--- src/sv/brd_pkg.sv ---
`timescale 1ns / 1ps
`default_nettype none
// ----------------------------------------------------------------------------
// brd_pkg
// Shared types and codes for the bootloader reply deframer: beat payload
// structs, header byte codes and reply status codes.
// ----------------------------------------------------------------------------
package brd_pkg;

  // reply header codes
  localparam logic [7:0] HDR_DATA  = 8'h80;
  localparam logic [7:0] HDR_ACK   = 8'h90;
  localparam logic [7:0] HDR_NAK   = 8'hA0;
  localparam logic [7:0] FOLD_INIT = 8'hFF;

  // bytes of a data frame beyond its payload
  localparam int unsigned FRAME_EXTRA = 6;
  // position of the length byte and of the first payload byte
  localparam int unsigned LEN_POS     = 2;
  localparam int unsigned PAYLOAD_POS = 4;

  // result kinds
  localparam logic KIND_PAYLOAD = 1'b0;
  localparam logic KIND_STATUS  = 1'b1;

  // reply status codes
  localparam logic [2:0] ST_ACK      = 3'd0;
  localparam logic [2:0] ST_OK       = 3'd1;
  localparam logic [2:0] ST_NAK      = 3'd2;
  localparam logic [2:0] ST_UNKNOWN  = 3'd3;
  localparam logic [2:0] ST_CKSUM    = 3'd4;
  localparam logic [2:0] ST_OVERFLOW = 3'd5;

  // input beat
  typedef struct packed {
    logic [7:0] rx_byte;
    logic       restart;
  } in_item_t;

  // result beat
  typedef struct packed {
    logic       result_kind;
    logic [7:0] data_byte;
    logic [7:0] payload_index;
    logic [2:0] status;
  } out_item_t;

endpackage
`default_nettype wire

--- src/sv/brd_parse.sv ---
`timescale 1ns / 1ps
`default_nettype none
// ----------------------------------------------------------------------------
// brd_parse
// Reply frame state and per-byte decode: classifies the first byte, tracks
// position, length and the two XOR folds, and forms the result of a byte.
// State advances when the byte is consumed.
// ----------------------------------------------------------------------------
module brd_parse #(
  parameter int unsigned BUFFER_BYTES = 256
) (
  input  wire logic               clk,
  input  wire logic               rst_n,
  input  wire brd_pkg::in_item_t  item,
  input  wire logic               fire,
  output logic                    has_result,
  output brd_pkg::out_item_t      result
);

  localparam int unsigned CW   = $clog2(BUFFER_BYTES) + 1;
  localparam int unsigned CMPW = (CW > 9) ? CW : 9;

  logic          in_frame_r, in_frame_nxt;
  logic [CW-1:0] count_r, count_nxt;
  logic [7:0]    len_r, len_nxt;
  logic [7:0]    xe_r, xe_nxt;
  logic [7:0]    xo_r, xo_nxt;

  logic [CMPW-1:0] pos_w;
  logic [CMPW-1:0] next_w;
  logic [CMPW-1:0] len_w;
  logic [CMPW-1:0] idx_w;
  logic [7:0]      len_cur;
  logic [7:0]      xe_cur;
  logic [7:0]      xo_cur;
  logic [7:0]      b;

  // per-byte decode
  always_comb begin
    b             = item.rx_byte;
    in_frame_nxt  = in_frame_r;
    count_nxt     = count_r;
    len_nxt       = len_r;
    xe_nxt        = xe_r;
    xo_nxt        = xo_r;
    has_result    = 1'b0;
    result        = '0;
    pos_w         = CMPW'(count_r);
    next_w        = pos_w + CMPW'(1);
    xe_cur        = pos_w[0] ? xe_r : (xe_r ^ b);
    xo_cur        = pos_w[0] ? (xo_r ^ b) : xo_r;
    len_cur       = (pos_w == CMPW'(brd_pkg::LEN_POS)) ? b : len_r;
    len_w         = CMPW'(len_cur);
    idx_w         = pos_w - CMPW'(brd_pkg::PAYLOAD_POS);

    if (item.restart || !in_frame_r) begin
      // first byte of a reply
      in_frame_nxt = 1'b0;
      count_nxt    = '0;
      len_nxt      = '0;
      xe_nxt       = brd_pkg::FOLD_INIT;
      xo_nxt       = brd_pkg::FOLD_INIT;
      unique case (b)
        brd_pkg::HDR_ACK: begin
          has_result         = 1'b1;
          result.result_kind = brd_pkg::KIND_STATUS;
          result.status      = brd_pkg::ST_ACK;
        end
        brd_pkg::HDR_NAK: begin
          has_result         = 1'b1;
          result.result_kind = brd_pkg::KIND_STATUS;
          result.status      = brd_pkg::ST_NAK;
        end
        brd_pkg::HDR_DATA: begin
          in_frame_nxt = 1'b1;
          count_nxt    = CW'(1);
          xe_nxt       = brd_pkg::FOLD_INIT ^ b;
        end
        default: begin
          has_result         = 1'b1;
          result.result_kind = brd_pkg::KIND_STATUS;
          result.data_byte   = b;
          result.status      = brd_pkg::ST_UNKNOWN;
        end
      endcase
    end else if (next_w >= CMPW'(brd_pkg::FRAME_EXTRA)
                 && next_w == len_w + CMPW'(brd_pkg::FRAME_EXTRA)) begin
      // frame complete, check both folds
      has_result         = 1'b1;
      result.result_kind = brd_pkg::KIND_STATUS;
      result.status      = (xe_cur == 8'h00 && xo_cur == 8'h00) ?
                           brd_pkg::ST_OK : brd_pkg::ST_CKSUM;
      in_frame_nxt       = 1'b0;
      count_nxt          = '0;
      len_nxt            = '0;
      xe_nxt             = brd_pkg::FOLD_INIT;
      xo_nxt             = brd_pkg::FOLD_INIT;
    end else if (next_w >= CMPW'(BUFFER_BYTES)) begin
      // buffer filled before frame end
      has_result         = 1'b1;
      result.result_kind = brd_pkg::KIND_STATUS;
      result.status      = brd_pkg::ST_OVERFLOW;
      in_frame_nxt       = 1'b0;
      count_nxt          = '0;
      len_nxt            = '0;
      xe_nxt             = brd_pkg::FOLD_INIT;
      xo_nxt             = brd_pkg::FOLD_INIT;
    end else begin
      // mid-frame byte, payload goes out as it arrives
      count_nxt = next_w[CW-1:0];
      len_nxt   = len_cur;
      xe_nxt    = xe_cur;
      xo_nxt    = xo_cur;
      if (pos_w >= CMPW'(brd_pkg::PAYLOAD_POS)
          && pos_w < len_w + CMPW'(brd_pkg::PAYLOAD_POS)) begin
        has_result           = 1'b1;
        result.result_kind   = brd_pkg::KIND_PAYLOAD;
        result.data_byte     = b;
        result.payload_index = idx_w[7:0];
      end
    end
  end

  // frame state
  always_ff @(posedge clk) begin
    if (!rst_n) begin
      in_frame_r <= 1'b0;
      count_r    <= '0;
      len_r      <= '0;
      xe_r       <= brd_pkg::FOLD_INIT;
      xo_r       <= brd_pkg::FOLD_INIT;
    end else if (fire) begin
      in_frame_r <= in_frame_nxt;
      count_r    <= count_nxt;
      len_r      <= len_nxt;
      xe_r       <= xe_nxt;
      xo_r       <= xo_nxt;
    end
  end

endmodule
`default_nettype wire

--- src/sv/bootloader_reply_deframer.sv ---
`timescale 1ns / 1ps
`default_nettype none
// ----------------------------------------------------------------------------
// bootloader_reply_deframer
// Recognizes bootloader replies in a received byte stream and emits payload
// bytes and a final reply status.
// ----------------------------------------------------------------------------
// Takes one received byte per beat and gives at most one result per byte:
// each payload byte of a data frame with its index, and one status beat when
// a reply ends (ack, frame ok, nak, unknown type, checksum error, overflow).
// Payload beats go out before the frame is checked; drop them when the
// closing status is a checksum error. A byte passes from the input register to
// the result register, so the block sustains one byte per cycle; the only
// stall comes from a held result register when a byte produces a result.
module bootloader_reply_deframer #(
  parameter int unsigned BUFFER_BYTES = 256
) (
  input  wire logic               clk,
  input  wire logic               rst_n,
  input  wire logic               in_valid,
  output logic                    in_ready,
  input  wire brd_pkg::in_item_t  in_data,
  output logic                    out_valid,
  input  wire logic               out_ready,
  output brd_pkg::out_item_t      out_data
);

  logic               stg_v_r;
  brd_pkg::in_item_t  stg_r;
  logic               out_v_r;
  brd_pkg::out_item_t out_r;
  logic               has_result;
  brd_pkg::out_item_t result;
  logic               out_free;
  logic               adv;

  brd_parse #(
    .BUFFER_BYTES(BUFFER_BYTES)
  ) u_parse (
    .clk        (clk),
    .rst_n      (rst_n),
    .item       (stg_r),
    .fire       (adv),
    .has_result (has_result),
    .result     (result)
  );

  // staged byte moves on when its result has room
  assign out_free = !out_v_r || out_ready;
  assign adv      = stg_v_r && (!has_result || out_free);
  assign in_ready = !stg_v_r || adv;

  // input register
  always_ff @(posedge clk) begin
    if (!rst_n) begin
      stg_v_r <= 1'b0;
    end else if (in_valid && in_ready) begin
      stg_v_r <= 1'b1;
    end else if (adv) begin
      stg_v_r <= 1'b0;
    end
  end

  always_ff @(posedge clk) begin
    if (in_valid && in_ready) begin
      stg_r <= in_data;
    end
  end

  // result register
  always_ff @(posedge clk) begin
    if (!rst_n) begin
      out_v_r <= 1'b0;
    end else if (adv && has_result) begin
      out_v_r <= 1'b1;
    end else if (out_ready) begin
      out_v_r <= 1'b0;
    end
  end

  always_ff @(posedge clk) begin
    if (adv && has_result) begin
      out_r <= result;
    end
  end

  assign out_valid = out_v_r;
  assign out_data  = out_r;

endmodule
`default_nettype wire

--- config.mk ---
export PLATFORM = sky130hd
export DESIGN_NAME = bootloader_reply_deframer
export DESIGN_NICKNAME = d
export VERILOG_FILES = /design/src/sv/brd_pkg.sv /design/src/sv/brd_parse.sv /design/src/sv/bootloader_reply_deframer.sv
export SDC_FILE = /design/constraint.sdc
export NUM_CORES = 1
export LEC_CHECK = 0
export CORE_ASPECT_RATIO = 1.25
export CORE_MARGIN = 2
export CORE_UTILIZATION = 40
export CTS_BUF_LIST = sky130_fd_sc_hd__clkbuf_4 sky130_fd_sc_hd__clkbuf_8 sky130_fd_sc_hd__clkbuf_16
export DETAILED_ROUTE_END_ITERATION = 16
export DONT_BUFFER_PORTS = 1
export SLEW_MARGIN = 20
export SYNTH_ARGS = -nofsm -noshare
export SYNTH_HDL_FRONTEND = slang
export SYNTH_SLANG_ARGS = --single-unit
export TNS_END_PERCENT = 20
--- constraint.sdc ---
create_clock -name clk -period 6 [get_ports clk]
set_clock_uncertainty 0.1 [all_clocks]
set_input_delay 1.2 -clock clk [delete_from_list [all_inputs] [get_ports clk]]
set_output_delay 1.2 -clock clk [all_outputs]
set_load 0.05 [all_outputs]
Word-level counts from Yosys, hierarchy flattened
Index checks and enable logic that the tools add are counted.
- bits in registers: 65
- latch bits: 0
- bits in writable memories: 0
- ROM bits: 0
- bits of input ports: 13
- output and inout port bits: 22
- word-level logic and storage cells: 95
- memories kept: 0
- $add $sub $neg: 4
- multiply operators: 0
- div/mod/pow operators: 0
- magnitude comparators: 4
- equality and inequality tests: 5
- shift-type cells: 0
- multiplexer cells: 42
- bitwise gates (word level): 4
- reductions and logical operators: 23
- operators with widths (kind ; number):
    $mux 8 ; 14
    $mux 16 ; 3
    $mux 9 ; 4
    $eq 8x8->1 const B ; 3
    $add 8x3->9 const B ; 2
    $ge 9x3->1 const B ; 2
    $logic_not 8->1 ; 2
    $mux 1 ; 16
    $xor 8x8->8 ; 2
    $mux 3 ; 4
    $add 9x1->9 const B ; 1
    $eq 9x2->1 const B ; 1
    $eq 9x9->1 ; 1
    $ge 9x9->1 const B ; 1
    $lt 9x9->1 ; 1
    $not 8->8 ; 1
    $sub 8x3->8 const B ; 1
    $logic_and 1x1->1 ; 6
    $logic_not 1->1 ; 4
    $logic_or 1x1->1 ; 4
    $pmux 2 s2 ; 1
    $reduce_bool 2->1 ; 2
    $reduce_or 4->1 ; 1
    $reduce_bool 3->1 ; 1
    other kinds (4) ; 4

Logic depth before layout (Yosys ltp)
- depth in word-level cells: 15
- mapped depth: 24
- depth with buffers taken out: 20

By module
Synthesis repeated with hierarchy kept, for this count alone.
- cells, all modules: 449
- area total of the unflattened synthesis: 4156.5 sq um
- by module, submodules not included (module ; instances ; cells each ; area each (sq um) ; seq. area each (sq um)):
    brd_parse ; 1 ; 408 ; 3168.0 ; 680.7
    bootloader_reply_deframer ; 1 ; 41 ; 988.4 ; 910.9

Worst setup path before layout
OpenSTA, ideal clock, no wires.
- path type: flip-flop to flip-flop
- from: register u_parse.count_r[0]
- to: register out_r (netlist bit out_data[0]) (enable)
- library setup time: 0.428 ns
- data arrival time: 5.665 ns
- data required time: 5.472 ns
- path slack: -0.193 ns
- cell stages (with the launch flop): 24
- buffers on the path: 4
- clock period less this slack: 6.193 ns
- cell sequence: dfxtp_1 inv_1 clkbuf_1 ha_1 nand4bb_2 nor2_8 mux2i_1 inv_1 ha_1 clkbuf_1 nand3_1 xor2_1 nand2_1 o21ai_0 ha_1 and3_1 a221o_1 a31oi_1 o21ai_0 and3_1 a21oi_2 buf_6 buf_6 a211oi_1
- cells in the longest elaborated chain, start to end: 13
- elaborated cells on any way between the ends: 20
- classes of those cells: add/sub (3); order compare (4); eq/ne (2); mux (5); reduce/logical (6)
- RTL lines (item ; RTL line ; RTL):
    start: declaration ; brd_parse.sv:24 ; logic [CW-1:0] count_r, count_nxt;
    start signal: assignment ; brd_parse.sv:134 ; count_r <= count_nxt;
    $eq 9x2->1 ; brd_parse.sv:52 ; len_cur = (pos_w == CMPW'(brd_pkg::LEN_POS)) ? b : len_r;
    $mux 8 ; brd_parse.sv:52 ;
    $add 8x3->9 ; brd_parse.sv:115 ; && pos_w < len_w + CMPW'(brd_pkg::PAYLOAD_POS)) begin
    $lt 9x9->1 ; brd_parse.sv:115 ;
    $logic_and 1x1->1 ; brd_parse.sv:115 ;
    $mux 1 ; brd_parse.sv:114 ; if (pos_w >= CMPW'(brd_pkg::PAYLOAD_POS)
    $mux 1 ; brd_parse.sv:98 ; end else if (next_w >= CMPW'(BUFFER_BYTES)) begin
    $mux 1 (*) ; brd_parse.sv:86 ; end else if (next_w >= CMPW'(brd_pkg::FRAME_EXTRA)
    $mux 1 (*) ; brd_parse.sv:56 ; if (item.restart || !in_frame_r) begin
    $logic_not 1->1 ; bootloader_reply_deframer.sv:50 ; assign adv = stg_v_r && (!has_result || out_free);
    $logic_or 1x1->1 ; bootloader_reply_deframer.sv:50 ;
    $logic_and 1x1->1 ; bootloader_reply_deframer.sv:50 ;
    $logic_and 1x1->1 (*) ; bootloader_reply_deframer.sv:82 ; if (adv && has_result) begin
    end signal: assignment ; bootloader_reply_deframer.sv:83 ; out_r <= result;
    end: declaration ; bootloader_reply_deframer.sv:31 ; brd_pkg::out_item_t out_r;
Every way passes the cells marked *; elsewhere a longest branch is shown, timed or not.
A chain may end at the register's enable or synchronous reset.

Final worst setup path
- from: register u_parse.count_r[2]
- to: output in_ready
- cells in the longest elaborated chain, start to end: 13
- elaborated cells on any way between the ends: 20
- classes of those cells: add/sub (3); order compare (4); eq/ne (2); mux (5); reduce/logical (6)
- RTL lines (item ; RTL line ; RTL):
    $eq 9x2->1 ; brd_parse.sv:52 ;
    $mux 8 ; brd_parse.sv:52 ;
    $add 8x3->9 ; brd_parse.sv:115 ;
    $lt 9x9->1 ; brd_parse.sv:115 ;
    $logic_and 1x1->1 ; brd_parse.sv:115 ;
    $mux 1 ; brd_parse.sv:114 ;
    $mux 1 ; brd_parse.sv:98 ;
    $mux 1 (*) ; brd_parse.sv:86 ;
    $mux 1 (*) ; brd_parse.sv:56 ;
    $logic_not 1->1 (*) ; bootloader_reply_deframer.sv:50 ;
    $logic_or 1x1->1 (*) ; bootloader_reply_deframer.sv:50 ;
    $logic_and 1x1->1 (*) ; bootloader_reply_deframer.sv:50 ;
    $logic_or 1x1->1 (*) ; bootloader_reply_deframer.sv:51 ; assign in_ready = !stg_v_r || adv;
    end: declaration ; bootloader_reply_deframer.sv:21 ; output logic in_ready,
Marked as above.

==> results.py <==
metrics = {
    "routing": {
        "drt-initial-drc-count": 349,
        "drcViolationCount": 0,
        "dr.pass1.iters": 5,
        "wl_um": 11240,
        "vias": 3444,
        "wire_per_inst_um": 19.25,
        "ant_nets": 0,
        "vias_per_cell": 5.897,
    },
    "critical_path": {
        "reg2reg_from": "u_parse.count_r[2]",
        "critPathMaxFanout": 9,
        "path_cells": "inv_2 > ha_1 > nand4bb_2 > nor2_8 > mux2i_2 > inv_1 > ha_1 > nand3_1 > xor2_1 > nand2_1 > o21ai_0 > ha_1 > and3_1 > a221o_1 > a31oi_1 > o21ai_1 > nand2_1 > nand3_1 > buf_4",
        "regToRegSetupSlack_ns": 0.88,
        "critPathMaxStageDelay_ns": 0.42,
        "start_kind": "register",
        "crit_arrival_ns": 4.32,
        "worstPathRequired_ns": 4.70,
        "ff2ff_path_depth": 21,
        "r2r-end": "u_parse.count_r[4]",
        "worst-setup-path-type": "reg -> out",
        "cpMaxStageDelayCell": "dfxtp_1",
        "crit_top_cell": "ha_1",
        "end_kind": "primary output",
    },
    "synth": {
        "yosysWarnings": 0,
        "ys_seq_area_share_pct": 37.58,
        "synth_ff_type": "dfxtp_1",
        "synth_area_mm2": 0.004235,
        "synth_edf_count": 29,
        "async_flop_share_pct": 0,
        "ys_seq_elements": 65,
        "synth_cells": 458,
        "ys_types": 70,
        "avgSynthCellArea_um2": 9.247,
        "syn-num-nets": 490,
    },
    "hold_path": {
        "hp-class": "reg -> reg",
        "hold_path_depth": 1,
        "hp-start": "u_parse.len_r[0]",
        "min_to": "u_parse.len_r[0]",
    },
    "global_routing": {
        "antenna_found_initial": 0,
        "grt_pass1_wl_um": 17870,
        "grt_remaining_overflow": 0,
        "grt_usage_pct": 20.42,
        "grt_max_degree": 34,
        "grt_pass1_vias": 3265,
    },
    "clock_tree": {
        "htree_levels": 3,
        "cts_tree": "done",
        "cts-root-buf": "clkbuf_16",
        "hold_buffers": 0,
        "clk_latency_ns": 0.33,
        "path_clk_slew_ns": 0.05,
        "cts_buffers": 9,
        "post_cts_buffers": 0,
        "numClockSinks": 65,
        "cts_resized": 0,
        "cts.path.max_buffers": 2,
    },
    "sta": {
        "slew_headroom_pct": 32.02,
        "fin_crit_ns": 5.619,
        "hold_violations": 0,
        "tightest_slew_ns": 1.015,
        "post-route-period-util_pct": 93.65,
        "fin_setup_tns_ns": 0,
        "finalSetupViolCount": 0,
        "timing.fmax_ghz": 0.1780,
        "rsz0062_at_grt": "false",
        "drv_slew": 0,
    },
    "floorplan": {
        "num_rows": 42,
        "ios": 35,
        "die_width_um": 96.04,
        "dieArea_mm2": 0.01143,
        "die_h_um": 119.0,
        "start_util_pct": 40.50,
        "fp.coreArea_mm2": 0.01046,
    },
    "placed_design": {
        "port_buffers": 0,
        "place_congestion": 0.9089,
        "hpwl_um": 7883,
        "dp_cells": 568,
        "post_dp_cell_area_mm2": 0.004288,
    },
    "layout": {
        "fin_cells": 584,
        "num_antenna_cells": 0,
        "final_common_cell": "nand2_1",
        "area_growth_pct": 8.951,
        "drive_gt1_share_pct": 12.17,
        "most-common-layout-cells": "nand2_1 (60), dfxtp_1 (36), edfxtp_1 (29)",
        "design_area_mm2": 0.004614,
        "nNetsFinal": 479,
        "utilization_pct": 44.13,
    },
    "run_status": {
        "status": "finished clean",
    },
    "pwr": {
        "totalPowerFinal_uw": 1173,
        "p_leak_uw": 0.001684,
        "vdd_ir_drop_max_mv": 0.1418,
        "power_density_mw_per_mm2": 254.1,
    },
    "run": {
        "maxCapViolCount": 0,
    },
}
## state kept, by name, summed over array words and instances (netlist names)
signal / cells
out_valid: 1
u_parse.count_r: 9
stg_r: 9
stg_v_r: 1
u_parse.xo_r: 8
u_parse.xe_r: 8
u_parse.in_frame_r: 1
u_parse.len_r: 8
out_data: 20
## metrics by stage
step	setup slack, ns	hold WS (ns)
final	0.3810	0.3771
after global routing	0.02868	0.4024
after CTS	0.2012	0.3766
after detailed placement	0.5893	0.3647
after global placement	0.7574	0.3560
after floorplan	0.4493	0.3235
## cell families (layout without fill, tap and decap cells)
group	count (synthesis)	in the layout	share of synthesized area, %
XOR/XNOR	32	32	6.942
buffers and inverters	52	46	6.411
AND/OR/NAND/NOR	168	168	22.16
adder cells (fa/ha/maj)	19	19	5.613
multiplexers	10	10	2.393
flip-flops	65	65	37.58
AO/OA/AOI/OAI	112	112	18.91
## cells in the mapped netlist (5+ instances only)
cell type  instances  area [um2]
nand3_1           15       75.07
buf_6              9       101.4
ha_1              19       237.7
xor2_1             8       70.07
a21oi_1           12       60.06
nor2_1            21       78.83
a31oi_1           19       118.9
clkbuf_1          16       60.06
edfxtp_1          29       870.8
o22ai_1            7       43.79
nor3_1            13       65.06
a211oi_1           5       37.54
inv_1             19       71.32
o31a_1             6       52.55
nor2b_1           10       62.56
nand2_1           60       225.2
nand4_1            5       31.28
mux2i_1            9       90.09
xnor2_1           23       201.4
o32a_1             7       70.07
nor4_1             7       43.79
buf_2              7       35.03
o21ai_0           19       95.09
dfxtp_1           36       720.7
## critical path, delay by kind of cell (launching register included)
kind / cells / cell delay, ns
AOI/OAI and AO/OA: 4 / 0.71
DFF: 1 / 0.42
buffers and inverters: 3 / 0.48
adders and majority gates: 3 / 0.76
muxes: 1 / 0.31
xor gates and xnor gates: 1 / 0.15
and+or+nand+nor: 7 / 1.17
## area by class of cell
cell class,instances,area [um2]
timing repair buffer,11,82.58
tap,132,165.2
clock inverter,6,90.09
clock buffer,10,232.7
sequential,65,1592
inverter,19,71.32
fill,994,5843
multi-input combinational,341,2381
## report_power, final
part	leakage [uW]	total (uW)	internal [uW]	switching, uW
Combinational	0.000963	73.8	24.6	49.1
Clock	0.000156	577	370	207
Sequential	0.000564	522	479	42.9
Total	0.00168	1170	874	299
## worst max path at each step
stage / startpoint / end / slack [ns] / cells after the start
finish: u_parse.count_r[2] / in_ready / 0.38 / 19
global route: u_parse.count_r[2] / in_ready / 0.03 / 19
CTS: u_parse.count_r[2] / in_ready / 0.20 / 18
detailed placement: u_parse.count_r[2] / in_ready / 0.59 / 18
global placement: u_parse.count_r[2] / in_ready / 0.76 / 19
floorplan: u_parse.count_r[0] / out_data[0] / 0.45 / 23
## routing by layer
| metal | vias to the layer above | track usage, % | share of wire (%) |
|---|---|---|---|
| met5 | - | 0 | 0 |
| met4 | 0 | 5.446 | 1.5 |
| met3 | 16 | 3.163 | 3.9 |
| met2 | 93 | 33.59 | 50 |
| met1 | 1668 | 27.58 | 45 |
| li1 | 1667 | - | - |
Power figures use the tool's default switching activity.
